$ cat src/hdl/twq_pkg.sv
// ----------------------------------------------------------------------------
// twq_pkg: shared types for the timed wait queue
// Item formats, operation and release codes, and the command and status
// structs between the queue controller and the output stage.
// ----------------------------------------------------------------------------
package twq_pkg;

  typedef enum logic [1:0] {
    FUNC_ADD    = 2'd0,
    FUNC_REMOVE = 2'd1,
    FUNC_TICK   = 2'd2,
    FUNC_CLEAR  = 2'd3
  } func_t;

  typedef enum logic [1:0] {
    KIND_DEQ     = 2'd0,
    KIND_TIMEOUT = 2'd1,
    KIND_FLUSH   = 2'd2,
    KIND_NONE    = 2'd3
  } kind_t;

  localparam logic [1:0] ST_OK    = 2'd0;
  localparam logic [1:0] ST_EMPTY = 2'd1;
  localparam logic [1:0] ST_FULL  = 2'd2;

  typedef struct packed {
    func_t       func;
    logic [7:0]  thread_id;
    logic [15:0] wait_ticks;
  } in_item_t;

  typedef struct packed {
    logic [7:0] released_id;
    kind_t      kind;
    logic       raise_count;
    logic [1:0] status;
    logic       last;
  } out_item_t;

  // push: hand over a result; fin: this closes the current input item
  typedef struct packed {
    logic      push;
    logic      fin;
    out_item_t res;
  } ostage_cmd_t;

  typedef struct packed {
    logic ok;      // output register free for a new result this cycle
    logic pend_v;  // a result is held back awaiting its last flag
  } ostage_stat_t;

  function automatic out_item_t mk_res(input logic [7:0] id, input kind_t k,
                                       input logic raise, input logic [1:0] st);
    out_item_t r;
    r.released_id = id;
    r.kind        = k;
    r.raise_count = raise;
    r.status      = st;
    r.last        = 1'b0;
    return r;
  endfunction

endpackage

$ cat src/hdl/twq_ostage.sv
// ----------------------------------------------------------------------------
// twq_ostage: result output stage
// Holds one result back until it is known whether it is the final one of
// its item, then moves it into the output register that drives the port.
// ----------------------------------------------------------------------------
module twq_ostage (
  input  logic                  clk,
  input  logic                  rst_n,
  input  twq_pkg::ostage_cmd_t  cmd,
  output twq_pkg::ostage_stat_t stat,
  output logic                  out_valid,
  input  logic                  out_ready,
  output twq_pkg::out_item_t    out_item
);
  import twq_pkg::*;

  logic      out_v_r, out_v_nxt;
  out_item_t out_r, out_nxt;
  logic      pend_v_r, pend_v_nxt;
  out_item_t pend_r, pend_nxt;
  logic      ok;

  assign ok          = !out_v_r || out_ready;
  assign stat.ok     = ok;
  assign stat.pend_v = pend_v_r;
  assign out_valid   = out_v_r;
  assign out_item    = out_r;

  always_comb begin
    out_v_nxt  = out_v_r;
    out_nxt    = out_r;
    pend_v_nxt = pend_v_r;
    pend_nxt   = pend_r;
    if (out_v_r && out_ready) begin
      out_v_nxt = 1'b0;
    end
    if (cmd.push && !cmd.fin) begin
      // advance the held result, keep the new one back
      if (pend_v_r) begin
        out_nxt      = pend_r;
        out_nxt.last = 1'b0;
        out_v_nxt    = 1'b1;
      end
      pend_nxt   = cmd.res;
      pend_v_nxt = 1'b1;
    end else if (cmd.push && cmd.fin) begin
      out_nxt      = cmd.res;
      out_nxt.last = 1'b1;
      out_v_nxt    = 1'b1;
    end else if (cmd.fin) begin
      out_nxt      = pend_r;
      out_nxt.last = 1'b1;
      out_v_nxt    = 1'b1;
      pend_v_nxt   = 1'b0;
    end
  end

  always_ff @(posedge clk) begin
    if (!rst_n) begin
      out_v_r  <= 1'b0;
      pend_v_r <= 1'b0;
    end else begin
      out_v_r  <= out_v_nxt;
      pend_v_r <= pend_v_nxt;
    end
    out_r  <= out_nxt;
    pend_r <= pend_nxt;
  end

  // a closing push never meets a held result
  a_fin_push_no_pend: assert property (@(posedge clk) disable iff (!rst_n)
    (cmd.push && cmd.fin) |-> !pend_v_r)
    else $error("closing push while a result is held");

  // a bare close always has a held result to release
  a_fin_has_pend: assert property (@(posedge clk) disable iff (!rst_n)
    (cmd.fin && !cmd.push) |-> pend_v_r)
    else $error("close without held result");

  // anything that lands in the output register finds it free
  a_no_overwrite: assert property (@(posedge clk) disable iff (!rst_n)
    (cmd.fin || (cmd.push && pend_v_r)) |-> ok)
    else $error("output register overwritten");

endmodule

$ cat src/hdl/twq_ctrl.sv
// ----------------------------------------------------------------------------
// twq_ctrl: queue controller and entry memory
// Circular buffer of {thread id, wait count} in a synchronous memory. Ticks and
// clears walk the live entries one per cycle unless a release waits for room, compacting survivors.
// ----------------------------------------------------------------------------
module twq_ctrl #(
  parameter int DEPTH     = 16,
  parameter int WAIT_BITS = 16
) (
  input  logic                  clk,
  input  logic                  rst_n,
  input  logic                  in_valid,
  output logic                  in_ready,
  input  twq_pkg::in_item_t     in_item,
  output twq_pkg::ostage_cmd_t  cmd,
  input  twq_pkg::ostage_stat_t stat
);
  import twq_pkg::*;

  localparam int AW = (DEPTH > 1) ? $clog2(DEPTH) : 1;
  localparam int CW = $clog2(DEPTH + 1);
  localparam int EW = 8 + WAIT_BITS;

  typedef enum logic [1:0] {S_IDLE, S_RDH, S_WALK, S_FIN} state_t;

  state_t          state_r, state_nxt;
  logic [CW-1:0]   cnt_r, cnt_nxt;
  logic [AW-1:0]   head_r, head_nxt;
  logic [AW-1:0]   idx_r, idx_nxt;
  logic [CW-1:0]   keep_r, keep_nxt;
  func_t           op_r, op_nxt;

  logic [EW-1:0]   mem [DEPTH];
  logic [EW-1:0]   rd_q_r;
  logic            we, re;
  logic [AW-1:0]   waddr, raddr;
  logic [EW-1:0]   wdata;

  logic [31:0]          wt_ext;
  logic [WAIT_BITS-1:0] wt;
  logic [7:0]           rd_thread;
  logic [WAIT_BITS-1:0] rd_wait;
  logic                 emit, last_ent;

  function automatic logic [AW-1:0] wrap(input logic [AW-1:0] base,
                                         input logic [AW-1:0] off);
    logic [AW:0] s;
    s = {1'b0, base} + {1'b0, off};
    if (s >= (AW+1)'(DEPTH)) begin
      s = s - (AW+1)'(DEPTH);
    end
    return s[AW-1:0];
  endfunction

  assign wt_ext    = 32'(in_item.wait_ticks);
  assign wt        = wt_ext[WAIT_BITS-1:0];
  assign rd_thread = rd_q_r[EW-1 -: 8];
  assign rd_wait   = rd_q_r[WAIT_BITS-1:0];
  assign emit      = (op_r == FUNC_CLEAR) || (rd_wait == WAIT_BITS'(1));
  assign last_ent  = ({1'b0, idx_r} == (AW+1)'(cnt_r - CW'(1)));
  assign in_ready  = (state_r == S_IDLE) && stat.ok;

  always_comb begin
    state_nxt = state_r;
    cnt_nxt   = cnt_r;
    head_nxt  = head_r;
    idx_nxt   = idx_r;
    keep_nxt  = keep_r;
    op_nxt    = op_r;
    we        = 1'b0;
    waddr     = '0;
    wdata     = '0;
    re        = 1'b0;
    raddr     = head_r;
    cmd       = '0;
    unique case (state_r)
      S_IDLE: begin
        if (in_valid && in_ready) begin
          cmd.res = mk_res(8'd0, KIND_NONE, 1'b0, ST_OK);
          unique case (in_item.func)
            FUNC_ADD: begin
              cmd.push = 1'b1;
              cmd.fin  = 1'b1;
              if (cnt_r == CW'(DEPTH)) begin
                cmd.res.status = ST_FULL;
              end else begin
                we      = 1'b1;
                waddr   = wrap(head_r, cnt_r[AW-1:0]);
                wdata   = {in_item.thread_id, wt};
                cnt_nxt = cnt_r + CW'(1);
              end
            end
            FUNC_REMOVE: begin
              if (cnt_r == '0) begin
                cmd.push       = 1'b1;
                cmd.fin        = 1'b1;
                cmd.res.status = ST_EMPTY;
              end else begin
                re        = 1'b1;
                state_nxt = S_RDH;
              end
            end
            FUNC_TICK, FUNC_CLEAR: begin
              if (cnt_r == '0) begin
                cmd.push = 1'b1;
                cmd.fin  = 1'b1;
              end else begin
                re        = 1'b1;
                idx_nxt   = '0;
                keep_nxt  = '0;
                op_nxt    = in_item.func;
                state_nxt = S_WALK;
              end
            end
          endcase
        end
      end
      S_RDH: begin
        if (stat.ok) begin
          cmd.push  = 1'b1;
          cmd.fin   = 1'b1;
          cmd.res   = mk_res(rd_thread, KIND_DEQ, 1'b0, ST_OK);
          head_nxt  = wrap(head_r, AW'(1));
          cnt_nxt   = cnt_r - CW'(1);
          state_nxt = S_IDLE;
        end
      end
      S_WALK: begin
        // hold the entry while a release cannot be handed over
        if (!emit || stat.ok) begin
          if (emit) begin
            cmd.push = 1'b1;
            if (op_r == FUNC_CLEAR) begin
              cmd.res = mk_res(rd_thread, KIND_FLUSH, 1'b0, ST_OK);
            end else begin
              cmd.res = mk_res(rd_thread, KIND_TIMEOUT, 1'b1, ST_OK);
            end
          end else begin
            // compact the survivor down to the next kept slot
            we       = 1'b1;
            waddr    = wrap(head_r, keep_r[AW-1:0]);
            wdata    = {rd_thread,
                        (rd_wait > WAIT_BITS'(1)) ? rd_wait - WAIT_BITS'(1) : rd_wait};
            keep_nxt = keep_r + CW'(1);
          end
          if (last_ent) begin
            state_nxt = S_FIN;
          end else begin
            re      = 1'b1;
            raddr   = wrap(head_r, idx_r + AW'(1));
            idx_nxt = idx_r + AW'(1);
          end
        end
      end
      S_FIN: begin
        if (stat.ok) begin
          cmd.fin = 1'b1;
          if (!stat.pend_v) begin
            cmd.push = 1'b1;
            cmd.res  = mk_res(8'd0, KIND_NONE, 1'b0, ST_OK);
          end
          cnt_nxt   = (op_r == FUNC_TICK) ? keep_r : '0;
          state_nxt = S_IDLE;
        end
      end
    endcase
  end

  always_ff @(posedge clk) begin
    if (!rst_n) begin
      state_r <= S_IDLE;
      cnt_r   <= '0;
      head_r  <= '0;
      idx_r   <= '0;
      keep_r  <= '0;
      op_r    <= FUNC_ADD;
    end else begin
      state_r <= state_nxt;
      cnt_r   <= cnt_nxt;
      head_r  <= head_nxt;
      idx_r   <= idx_nxt;
      keep_r  <= keep_nxt;
      op_r    <= op_nxt;
    end
  end

  always_ff @(posedge clk) begin
    if (we) begin
      mem[waddr] <= wdata;
    end
    if (re) begin
      rd_q_r <= mem[raddr];
    end
  end

  a_cnt_bound: assert property (@(posedge clk) disable iff (!rst_n)
    cnt_r <= CW'(DEPTH))
    else $error("entry count beyond depth");

  a_walk_nonempty: assert property (@(posedge clk) disable iff (!rst_n)
    (state_r == S_WALK || state_r == S_RDH) |-> (cnt_r != '0))
    else $error("walking an empty queue");

  a_keep_behind: assert property (@(posedge clk) disable iff (!rst_n)
    (state_r == S_WALK) |-> ({1'b0, keep_r} <= (CW+1)'(idx_r)))
    else $error("compaction write overtook the read");

  a_add_grows: assert property (@(posedge clk) disable iff (!rst_n)
    (in_valid && in_ready && in_item.func == FUNC_ADD && cnt_r != CW'(DEPTH))
      |=> (cnt_r == $past(cnt_r) + CW'(1)))
    else $error("add did not grow the queue");

endmodule

$ cat src/hdl/timed_wait_queue_core.sv
// ----------------------------------------------------------------------------
// timed_wait_queue_core: FIFO of waiting thread ids with timeouts
// Add, remove, tick and clear on one input channel; releases on the
// result channel, one or more per item, the final one flagged last.
// ----------------------------------------------------------------------------
// Use: present an item on in_valid/in_item; it is taken when in_ready is
// high. Results leave on out_valid/out_item and are taken with out_ready.
// Entries sit in a circular buffer in one synchronous memory (one read,
// one write port, registered read data).
// Add, a full add, an empty remove and operations on an empty queue hand
// their result to the output stage on acceptance; a remove first reads the
// memory in S_RDH. A tick or clear walks its entries one per cycle in
// S_WALK, holding while a release has no room, and closes in S_FIN.
// One item is in work at a time; in_ready rises again once its last result
// is handed to the output register.
// Reset empties the queue; entry contents are not cleared and need no pass.
// A stalled receiver holds the walk whenever a release has no room, and
// never loses or repeats a result.
// ----------------------------------------------------------------------------
module timed_wait_queue_core #(
  parameter int DEPTH     = 16,
  parameter int WAIT_BITS = 16
) (
  input  logic               clk,
  input  logic               rst_n,
  input  logic               in_valid,
  output logic               in_ready,
  input  twq_pkg::in_item_t  in_item,
  output logic               out_valid,
  input  logic               out_ready,
  output twq_pkg::out_item_t out_item
);
  import twq_pkg::*;

  ostage_cmd_t  cmd;
  ostage_stat_t stat;

  twq_ctrl #(
    .DEPTH     (DEPTH),
    .WAIT_BITS (WAIT_BITS)
  ) u_ctrl (
    .clk      (clk),
    .rst_n    (rst_n),
    .in_valid (in_valid),
    .in_ready (in_ready),
    .in_item  (in_item),
    .cmd      (cmd),
    .stat     (stat)
  );

  twq_ostage u_ostage (
    .clk       (clk),
    .rst_n     (rst_n),
    .cmd       (cmd),
    .stat      (stat),
    .out_valid (out_valid),
    .out_ready (out_ready),
    .out_item  (out_item)
  );

endmodule

$ cat config.mk
export PLATFORM = sky130hd
export DESIGN_NAME = timed_wait_queue_core
export DESIGN_NICKNAME = d
export VERILOG_FILES = /design/src/hdl/twq_pkg.sv /design/src/hdl/twq_ostage.sv /design/src/hdl/twq_ctrl.sv /design/src/hdl/timed_wait_queue_core.sv
export SDC_FILE = /design/constraint.sdc
export NUM_CORES = 1
export LEC_CHECK = 0
export BUFFER_PORTS_ARGS = -buffer_cell sky130_fd_sc_hd__buf_2
export CAP_MARGIN = 25
export CORE_ASPECT_RATIO = 1.5
export CORE_MARGIN = 3
export CORE_UTILIZATION = 55
export DETAILED_ROUTE_END_ITERATION = 10
export PLACE_DENSITY = 0.75
export SLEW_MARGIN = 15
export SYNTH_ARGS = -nofsm -noshare
export SYNTH_HDL_FRONTEND = slang
export SYNTH_SLANG_ARGS = --single-unit
$ cat constraint.sdc
create_clock -name clk -period 4.32 [get_ports clk]
set_clock_uncertainty 0.2 [all_clocks]
set_input_delay 0.216 -clock clk [delete_from_list [all_inputs] [get_ports clk]]
set_output_delay 0.216 -clock clk [all_outputs]
set_load 0.02 [all_outputs]
## After elaboration in Yosys (flattened, before gate mapping)

Memory sizes are Yosys's and may differ from the RTL's. A register that Yosys moved wholly into a read port is not among the register bits.
Index checks and enable logic that the tools add are counted.
Widths: inputs -> output; s select.

- Add/subtract/negate cells: 13
- Multiply operators: 0
- Div/mod/pow operators: 0
- Magnitude comparators: 5
- Equality and inequality tests: 28
- Shift operators: 0
- Muxes and demuxes: 91
- Bitwise logic cells: 1
- Reductions and logical operators: 29

Operator list:

| cell | count |
|---|---|
| $mux 24 | 5 |
| $mux 14 | 6 |
| $mux 4 | 17 |
| $mux 16 | 4 |
| $pmux 14 s4 | 1 |
| $mux 5 | 11 |
| $pmux 24 s2 | 1 |
| $mux 1 | 24 |
| $ge 5x5->1 const B | 4 |
| $reduce_and 6->1 | 3 |
| $eq 16x1->1 const B | 1 |
| $gt 16x1->1 const B | 1 |
| $mux 2 | 8 |
| $pmux 4 s2 | 2 |
| $sub 16x1->16 const B | 1 |
| $sub 4x1->4 const B | 4 |
| $add 4x4->5 | 3 |
| $pmux 5 s3 | 1 |
| $ne 2x1->1 const B | 7 |
| $ne 2x2->1 const B | 7 |
| $eq 2x2->1 const B | 6 |
| $mux 6 | 2 |
| $pmux 2 s2 | 3 |
| $add 5x1->5 const B | 2 |
| 25 further kinds | 43 |

- Register bits after elaboration: 51
- Bits in latches: 0
- Memory bits (writable): 384
- Memory bits (read-only): 0
- Output and inout bits: 16
- Memories kept: 1

Memories:

| memory | words | width | read ports | clocked after Yosys merged registers in | write ports | line | text |
|---|---|---|---|---|---|---|---|
| u_ctrl.mem | 16 | 24 | 1 | 1 | 1 | twq_ctrl.sv:33 | `logic [EW-1:0] mem [DEPTH];` |

## Longest topological paths before layout

Gate-level depths: netlist of run 1.

- Depth after elaboration: 10
- Mapped depth: 13
- Gate-level depth less buffers: 12

## Hierarchy

Synthesis of run 1 repeated with hierarchy kept, for this count alone.

- Cells, all modules: 1399
- Area, all modules: 19449.9 µm²

Modules (own cells, without submodules):

| module | instances | cells each | area an instance (µm²) | sequential area each (µm²) |
|---|---|---|---|---|
| twq_ctrl | 1 | 1340 | 18276.3 | 12692.2 |
| twq_ostage | 1 | 59 | 1173.6 | 850.8 |

## Worst setup path before layout of run 1

Ideal clock, no wire load.

- Path type: register -> register
- From: register u_ctrl.rd_q_r[6] (read register of u_ctrl.mem)
- To: register u_ostage.out_r (netlist bit u_ostage.out_item[0]) (enable)
- Library setup time: 394 ps
- Arrival: 3639 ps
- Required time: 3726 ps
- Path slack: 88 ps
- Cell stages (with the launch flop): 10
- Buffers on the path: 0
- Period minus slack after synthesis: 4232 ps
- Path through: edfxtp_1 -> or4_4 -> nand4bb_4 -> or4b_1 -> a21oi_1 -> a21oi_1 -> o22ai_1 -> ha_1 -> nor2_1 -> a2bb2oi_1

- Longest elaborated chain between the ends: 9

RTL lines:

| item | line | text |
|---|---|---|
| start: declaration | twq_ctrl.sv:34 | `logic [EW-1:0] rd_q_r;` |
| $eq 16x1->1 (*) | twq_ctrl.sv:59 | `assign emit = (op_r == FUNC_CLEAR) \|\| (rd_wait == WAIT_BITS'(1));` |
| $logic_or 1x1->1 (*) | twq_ctrl.sv:59 |  |
| $logic_not 1->1 | twq_ctrl.sv:130 | `if (!emit \|\| stat.ok) begin` |
| $logic_or 1x1->1 | twq_ctrl.sv:130 |  |
| $mux 1 (*) | twq_ctrl.sv:130 |  |
| $pmux 1 s4 (*) | twq_ctrl.sv:76 | `unique case (state_r)` |
| $logic_and 1x1->1, on equally long branches | twq_ostage.sv:37, twq_ostage.sv:46 |  |
| $ne 2x1->1 (no source line) / $reduce_bool 3->1 (equally long branches) | -- |  |
| $reduce_and 2->1 (no source line) (*) | -- |  |
| end signal: assignment | twq_ostage.sv:66 | `out_r <= out_nxt;` |
| end: declaration | twq_ostage.sv:18 | `out_item_t out_r, out_nxt;` |

Mark *: on every way between the ends. The rest lies on a longest branch, timed or not.
A chain may end at the register's enable or synchronous reset.

==> impl_summary.md, run 1 <==
Run status
The flow ran to the end, and the final reports show no timing, DRC or antenna violations.

Clocking
The longest clock path from root to sink contains 3 buffers. The clock latency on the worst-skew pair is 550 ps. The number of clock sinks is 459. The clock root buffer is clkbuf_16. The post-CTS setup buffer count is 0.

Buffers inserted during clock tree synthesis total 42. Clock-pin slew was measured on the worst setup and hold paths at 60 ps. The clock tree from TritonCTS is yes. The H-tree was split into 2 levels.

Floorplanning
For this configuration, the core starts out at a cell density of 0.562. The y dimension of the die is 233 microns. The floorplan step defined a die boundary enclosing 0.0368 sq mm. For this design the top-level I/O count stands at 46. From left edge to right edge, the die measures 158 microns. The total core area is 0.0338 sq mm. The number of standard-cell rows in the floorplan is 82.

Logic synthesis
The number of synthesized flops with an enable pin is 435. The fraction of registers with async set/reset is 0. The post-synthesis instance area is 0.0190 sq mm.

Among all flip-flop cells after synthesis, the most frequent one is edfxtp_1. Synthesis produced a netlist whose cell count is 1186. Yosys attributes the largest share of cell area to edfxtp_1 69%, mux2i_1 11%, o22ai_1 3.2%. The post-synth net total is 1237. The part of the Yosys area used for sequential elements is 0.714.

Averaged over all synthesized cells, the footprint is 16.0 sq um. Of all cell types, the one taking the most synthesized area is edfxtp_1. Of the post-synthesis cell area, the dominant cell type holds 0.689. The count of yosys warnings during synthesis is 0. The number of distinct standard cells referenced by the synthesized netlist is 58.

Synthesis inferred 459 register bits.

Place
The number of I/O port buffers is 45. The instance area after placement is 0.0203 sq mm. At the end of routability-driven placement, the weighted congestion stood at 0.827. The sum of net half-perimeters after detailed placement is 25100 microns.

Final layout
The finished cells cover 0.0217 sq mm. In the final layout, the share of cells above drive strength 1 is 0.151. The number of antenna diodes in the final layout is 0. From synthesis to final layout, the design area changed by 14.6%. In the final design database the tool counted 1337 nets.

Detailed routing
After detailed routing, the number of remaining DRC violations is 0. The count of nets left with antenna violations after detail routing is 0. The number of iterations in the first detailed-routing pass is 5. The routed wirelength normalized by instance count is 25.1 microns.

Summed over all layers, the routed wires come to 43600 microns. The total number of vias is 10.9k. The number of vias per cell is 6.29. The number of DRC markers in iteration 0 is 1072.

Global route
Entering global routing, the biggest net connects 42 pins. Global routing finished with a remaining overflow of 0. The via count of the first global-routing pass is 11.0k. For this run, the total global-route usage over all layers was measured as 0.236.

The number of antenna violations at the first check in global routing is 0. The first global-routing pass estimated 64500 microns of wire.

Power and ir drop
The share of total power dissipated in sequential elements is 0.494. The share of total power dissipated in combinational logic is 0.186. Of the total power, the clock network draws 0.321. Across the VDD grid, the largest voltage drop is 338 uV. The power density over the cells is 528 mW/mm^2. The cell-internal power is 8380 uW. The leakage power figure is 0.00712 uW. Of the total power, the share spent switching nets is 0.270. The analysis attributes to net switching a power of 3090 uW.

STA
The time the final worst path needs with I/O delays and setup is 4050 ps. The top achievable clock speed is 247 MHz. The number of endpoints with negative hold slack in the final report was 0. The sum of negative setup slack is 0 ps. The normalized max-slew margin is 0.284. The slew at the pin with the worst max-slew slack is 1070 ps. Setup violations remaining at the end of the flow were counted as 0. The ratio of final minimum period to clock period is 0.937.

The final count of pins violating max slew is 0. Setup repair after global routing left no endpoint under its margin.

Critical path
The cell that appears most often on the critical path is a21oi_1. Data on the critical path is required at its endpoint by 4420 ps. The arrival time reported for the critical path endpoint is 4150 ps. The critical path goes through or4_4, nand4bb_4, or4b_1, a21oi_1, a21oi_1, o22ai_1, ha_1, inv_1, nand2_1, mux2_2. On the worst path, the slowest cell contributes a delay of 560 ps. STA classifies the critical path endpoint as a register.

The master of the slowest instance on the critical path is or4_4. Counting both buffers and inverters, the worst setup path holds a total of 1. The startpoint-to-endpoint class of the critical path is reg -> reg. Of all nets on the critical path, the largest fanout is 15. STA classifies the critical path startpoint as a register. The dominant delay contributor by cell family on the critical path is simple AND/OR/NAND/NOR gates.

Run
The total of max-cap violations is 0.

Worst hold path
The min-delay analysis places its worst path in the category in -> reg.
==> layer usage <==
metal | up-vias | share of wire | track usage
met2 | 509 | 0.50 | 0.399
met1 | 5421 | 0.39 | 0.301
met5 | - | 0 | 0
li1 | 4855 | - | -
met3 | 134 | 0.065 | 0.0380
met4 | 0 | 0.045 | 0.103
==> cells in the mapped netlist (6+ instances only) <==
cell type and number:
a21oi_1 18, a22o_1 14, a22oi_1 7, and2_1 13, buf_2 27, clkbuf_1 19, dfxtp_1 24, edfxtp_1 435
ha_1 18, inv_1 13, mux2_2 10, mux2i_1 199, nand2_1 42, nand2b_1 10, nand3_1 7, nand4_1 6
nor2_1 43, nor2b_1 14, nor3_1 7, o21ai_0 24, o22ai_1 97, or4_1 24, xnor2_1 20, xor2_1 20
==> cells by family after synthesis <==
logic type / after synthesis / share of synthesized area
and+or+nand+nor: 194 / 0.0565
AOI/OAI and AO/OA: 191 / 0.0656
muxes: 212 / 0.113
xor gates and xnor gates: 40 / 0.0185
buffers and inverters: 69 / 0.0174
DFF: 459 / 0.714
adders and majority gates: 21 / 0.0150
==> worst min-delay path: cells and delay by family <==
kind / cells / cell delay (ps)
buffers and inverters: 2 / 290
AOI/OAI and AO/OA: 1 / 70
and+or+nand+nor: 1 / 40
==> cell type report <==
| class | count | area (sq um) |
|---|---|---|
| flip-flops and latches | 459 | 13500 |
| fillers | 2290 | 12000 |
| multi-input cells | 658 | 5230 |
| clock buffers | 47 | 1090 |
| repair buffers | 112 | 1020 |
| well taps | 420 | 526 |
| clock inverters | 26 | 270 |
| inverters | 13 | 48.8 |
==> through the flow <==
step           utilization  cells  hold WS (ps)  setup WS [ps]  total power (uW)
2_1_floorplan            -   1186           181           87.7              7100
3_3_place_gp         0.598   1647           295            391              7790
3_5_place_dp         0.600   1651           306            299              7850
4_1_cts              0.644   1735         0.785            269             11500
5_1_grt              0.644   1735          20.7           86.9             11900
6_report             0.644   1735          19.2            273             11500
==> what timing repair did <==
action                                 4_1_cts  5_1_grt
hold buffers                                11        0
setup endpoints to repair                    0        1
gates resized for setup                      0        1
endpoints found under the hold margin       52        0
==> registers in the layout (all words and copies together), names as in the netlist <==
signal and count:
u_ctrl.cnt_r 5, u_ctrl.head_r 4, u_ctrl.idx_r 4, u_ctrl.keep_r 5, u_ctrl.mem 384, u_ctrl.op_r 2
u_ctrl.rd_q_r 24, u_ctrl.state_r 2, u_ostage.out_item 14, u_ostage.out_valid 1, u_ostage.pend_r 13, u_ostage.pend_v_r 1
==> power groups by stage <==
stage / Combinational (uW) / Clock (uW) / Sequential [uW]
floorplan: 1330 / 0 / 5770
global placement: 2050 / 0 / 5740
detailed placement: 2100 / 0 / 5750
finish: 2130 / 3680 / 5660
global route: 2300 / 3890 / 5690
CTS: 2120 / 3710 / 5660
==> path summary, 6_finish.rpt <==
kind                                             end  slack (ps)        startpoint  depth (start not counted)
worst max-delay path            u_ostage.out_item[9]         270  u_ctrl.rd_q_r[6]                         10
worst min-delay path                u_ctrl.mem[9][5]          20        in_item[5]                          4
worst max register to register  u_ostage.out_item[9]         270  u_ctrl.rd_q_r[6]                         10
worst min register to register      u_ctrl.keep_r[4]         330  u_ctrl.keep_r[4]                          2
==> cells in the final DEF, fill, tap and decap left out, types with 8 or more instances in the layout <==
master,count
mux2_2,10
nor2_1,27
nand2_1,42
ha_1,18
a21oi_1,18
buf_4,33
clkinv_1,8
mux2i_1,198
o22ai_1,97
a22o_1,14
buf_2,47
and2_1,13
edfxtp_1,435
dfxtp_1,24
nand2b_1,10
or4_1,24
clkinv_2,8
nor2b_1,14
buf_12,20
xnor2_1,20
nor2_4,16
clkbuf_16,43
inv_1,13
dlygate4sd3_1,11
o21ai_0,24
xor2_1,20
(Power assumes the default switching activity.)
==> run 2: changes to the inputs <==
--- a/config.mk
+++ b/config.mk
@@ -12,7 +12,9 @@
 export CORE_UTILIZATION = 55
 export DETAILED_ROUTE_END_ITERATION = 10
 export PLACE_DENSITY = 0.75
+export REMOVE_ABC_BUFFERS = 1
 export SLEW_MARGIN = 15
 export SYNTH_ARGS = -nofsm -noshare
 export SYNTH_HDL_FRONTEND = slang
 export SYNTH_SLANG_ARGS = --single-unit
+export TNS_END_PERCENT = 10
==> impl_summary.md, run 2 (synthesis results as in run 1) <==
Place
The placed instance count is 1658. Routability-driven placement finished with a final weighted congestion of 0.839. The pre-CTS setup slack is 319 ps. The number of I/O port buffers is 45. Detailed placement finished with a half-perimeter wire length of 25600 microns.

Power and ir drop
Of the total power, the share spent switching nets is 0.271. Summed over all cells, the static leakage comes to 0.00711 uW. Of the total power, the clock network draws 0.316. The completed layout was analyzed and its total power is 11400 uW.

The fraction of power consumed by combinational cells is 0.189. VDD sags by at most 318 uV. Of the total power, registers draw 0.495. The cell-internal power is 8330 uW.

The power density over the cells is 528 mW/mm^2. The power spent charging and discharging nets is 3100 uW.

Final layout
The final cell count without fillers is 1741. The area used by sequential logic in the layout is 0.0135 sq mm. The total number of nets in the final design is 1341.

The area growth from synthesis to layout is 14.1%. In the final layout, the share of cells above drive strength 1 is 0.148. The footprint of the multi-input gates is 0.00523 sq mm. The number of flip-flops in the largest register is 384. The number of antenna diodes in the final layout is 0. The register bank with the most flops is u_ctrl.mem. Leaving out fill and tap cells, the most frequent cells in the layout are 435 x edfxtp_1, 198 x mux2i_1, 97 x o22ai_1.

The library cell used most frequently in the layout, excluding fill and tap cells, is edfxtp_1. Fill cells in the final layout number 2313.

Critical path
The worst register-to-register path has a depth of 10. The endpoint identified for the worst register-to-register timing path is u_ctrl.rd_q_r[18]. The arrival time reported for the critical path endpoint is 4140 ps. The critical path endpoint category is a register. STA classifies the critical path startpoint as a register. For flop-to-flop paths, the worst setup slack is 260 ps. The worst reg2reg path startpoint is u_ctrl.rd_q_r[6]. The required arrival time at the worst endpoint is 4400 ps. The startpoint-to-endpoint class of the critical path is reg -> reg. In this run the worst path has a maximum fanout of 43.

Detailed routing
The sum of routed wire segments on met1 is 16600 microns. The count of nets left with antenna violations after detail routing is 0. The routed design has 43900 microns of wire. The routed layout has 11.0k vias. The routed wirelength normalized by instance count is 25.2 microns. The detailed router used layers up to and including met4. The number of vias per cell is 6.33. The number of DRC markers in iteration 0 is 1333.

In the routed design, unresolved DRC markers number 0. Detailed routing placed a total of 22500 microns of wire on met2. After detailed routing, the met3 layer carries 2870 microns of wire.

The first TritonRoute pass finished after 5 iterations.

Clocking
TritonCTS built the clock tree. The H-tree was split into 2 levels. After clock tree synthesis, the clock-pin slew on the worst setup and hold paths is 60 ps.

The clock root buffer is clkbuf_16. The clock reaches the later pin of the worst-skew pair after 550 ps. The maximum clock path buffer count is 3.

Counting every sink on the clock net gives 459. The TritonCTS buffer count is 41.

Floorplanning
The number of standard-cell rows in the floorplan is 82. The core region is 0.0338 sq mm. The y dimension of the die is 233 microns. The effective utilization at floorplan is 0.562.

The die area is 0.0368 sq mm. The die width is 158 microns. The top-level port count is 46.

Run status
The run finished with clean final reports.

Global route
The global-route usage over all layers is 0.240. The wire length of the first global-routing pass is 65500 microns. The via count of the first global-routing pass is 11.1k. The number of antenna violations at the first check in global routing came to 0.

The total congestion overflow is 0. The pin count of the biggest net entering global routing is 44.

STA
The number of endpoints with negative hold slack in the final report is 0. The worst path needs 4060 ps of the cycle, external delays included. The top achievable clock speed is 247 MHz. The least setup slack across all paths after layout is 264 ps. Setup violations remaining at the end of the flow were counted as 0. The normalized max-slew margin is 0.276. Of the available clock period, the critical path in the final layout requires 0.939. Setup repair after global routing left no endpoint under its margin. The final count of pins violating max slew is 0. The slew at the pin with the worst max-slew slack is 1080 ps.

Worst hold path
The path with the worst hold slack has its endpoint at u_ctrl.mem[6][4]. The path class of the tightest hold or removal check is in -> reg. The startpoint identified for the worst hold timing path is in_item[4].

The hold path depth is 4.

Run
Across the run, the number of max-cap violations was 0.
[run 2: cell type report]
class / instances / area share
flip-flops and latches: 459 / 0.626
multi-input cells: 658 / 0.242
clock buffers: 49 / 0.0498
repair buffers: 117 / 0.0451
well taps: 420 / 0.0243
clock inverters: 25 / 0.0115
inverters: 13 / 0.00225
[run 2: through the flow]
step / utilization / instance area [sq um] / setup TNS (ps) / hold WS (ps)
2_1_floorplan: - / 18700 / -320000 / 134
3_3_place_gp: 0.599 / 20200 / 0 / 300
3_5_place_dp: 0.599 / 20200 / 0 / 306
4_1_cts: 0.641 / 21600 / 0 / 2.07
5_1_grt: 0.641 / 21600 / 0 / 42.9
6_report: 0.641 / 21600 / 0 / 19.0
[run 2: worst max-delay path by stage]
stage | slack, ps | end | startpoint
detailed placement | 320 | u_ctrl.rd_q_r[5] | u_ctrl.rd_q_r[6]
global route | 100 | u_ctrl.rd_q_r[11] | u_ctrl.rd_q_r[6]
floorplan | -13330 | u_ctrl.rd_q_r[0] | u_ctrl.state_r[1]
finish | 260 | u_ctrl.rd_q_r[18] | u_ctrl.rd_q_r[6]
CTS | 280 | u_ctrl.rd_q_r[11] | u_ctrl.rd_q_r[6]
global placement | 360 | u_ctrl.rd_q_r[5] | u_ctrl.rd_q_r[6]
[run 2: critical path, stage by stage, from the launching register on]
cell and delay (ps):
edfxtp_1 430, or4_4 570, nand4bb_4 310, o21a_1 310
o21a_1 260, mux2i_4 200, buf_12 210, buf_12 300
mux2i_1 300, o22ai_1 110, or4_1 520
[run 2: power by group through the flow]
stage          registers (uW)  clock network (uW)  logic (uW)
3_5_place_dp             5750                   0        2120
6_report                 5660                3610        2160
4_1_cts                  5660                3670        2150
3_3_place_gp             5740                   0        2080
5_1_grt                  5690                3830        2320
2_1_floorplan            5790                   0        1660
[run 2: per-layer routing]
| metal | GRT usage | up-vias |
|---|---|---|
| met4 | 0.105 | 0 |
| met5 | 0 | - |
| met1 | 0.303 | 5549 |
| li1 | - | 4879 |
| met3 | 0.0337 | 126 |
| met2 | 0.413 | 468 |
[run 2: timing repair]
item                      CTS  global route
hold endpoints to repair   59             0
buffers inserted            0             0
hold buffers                9             0
gates resized for setup     0             0
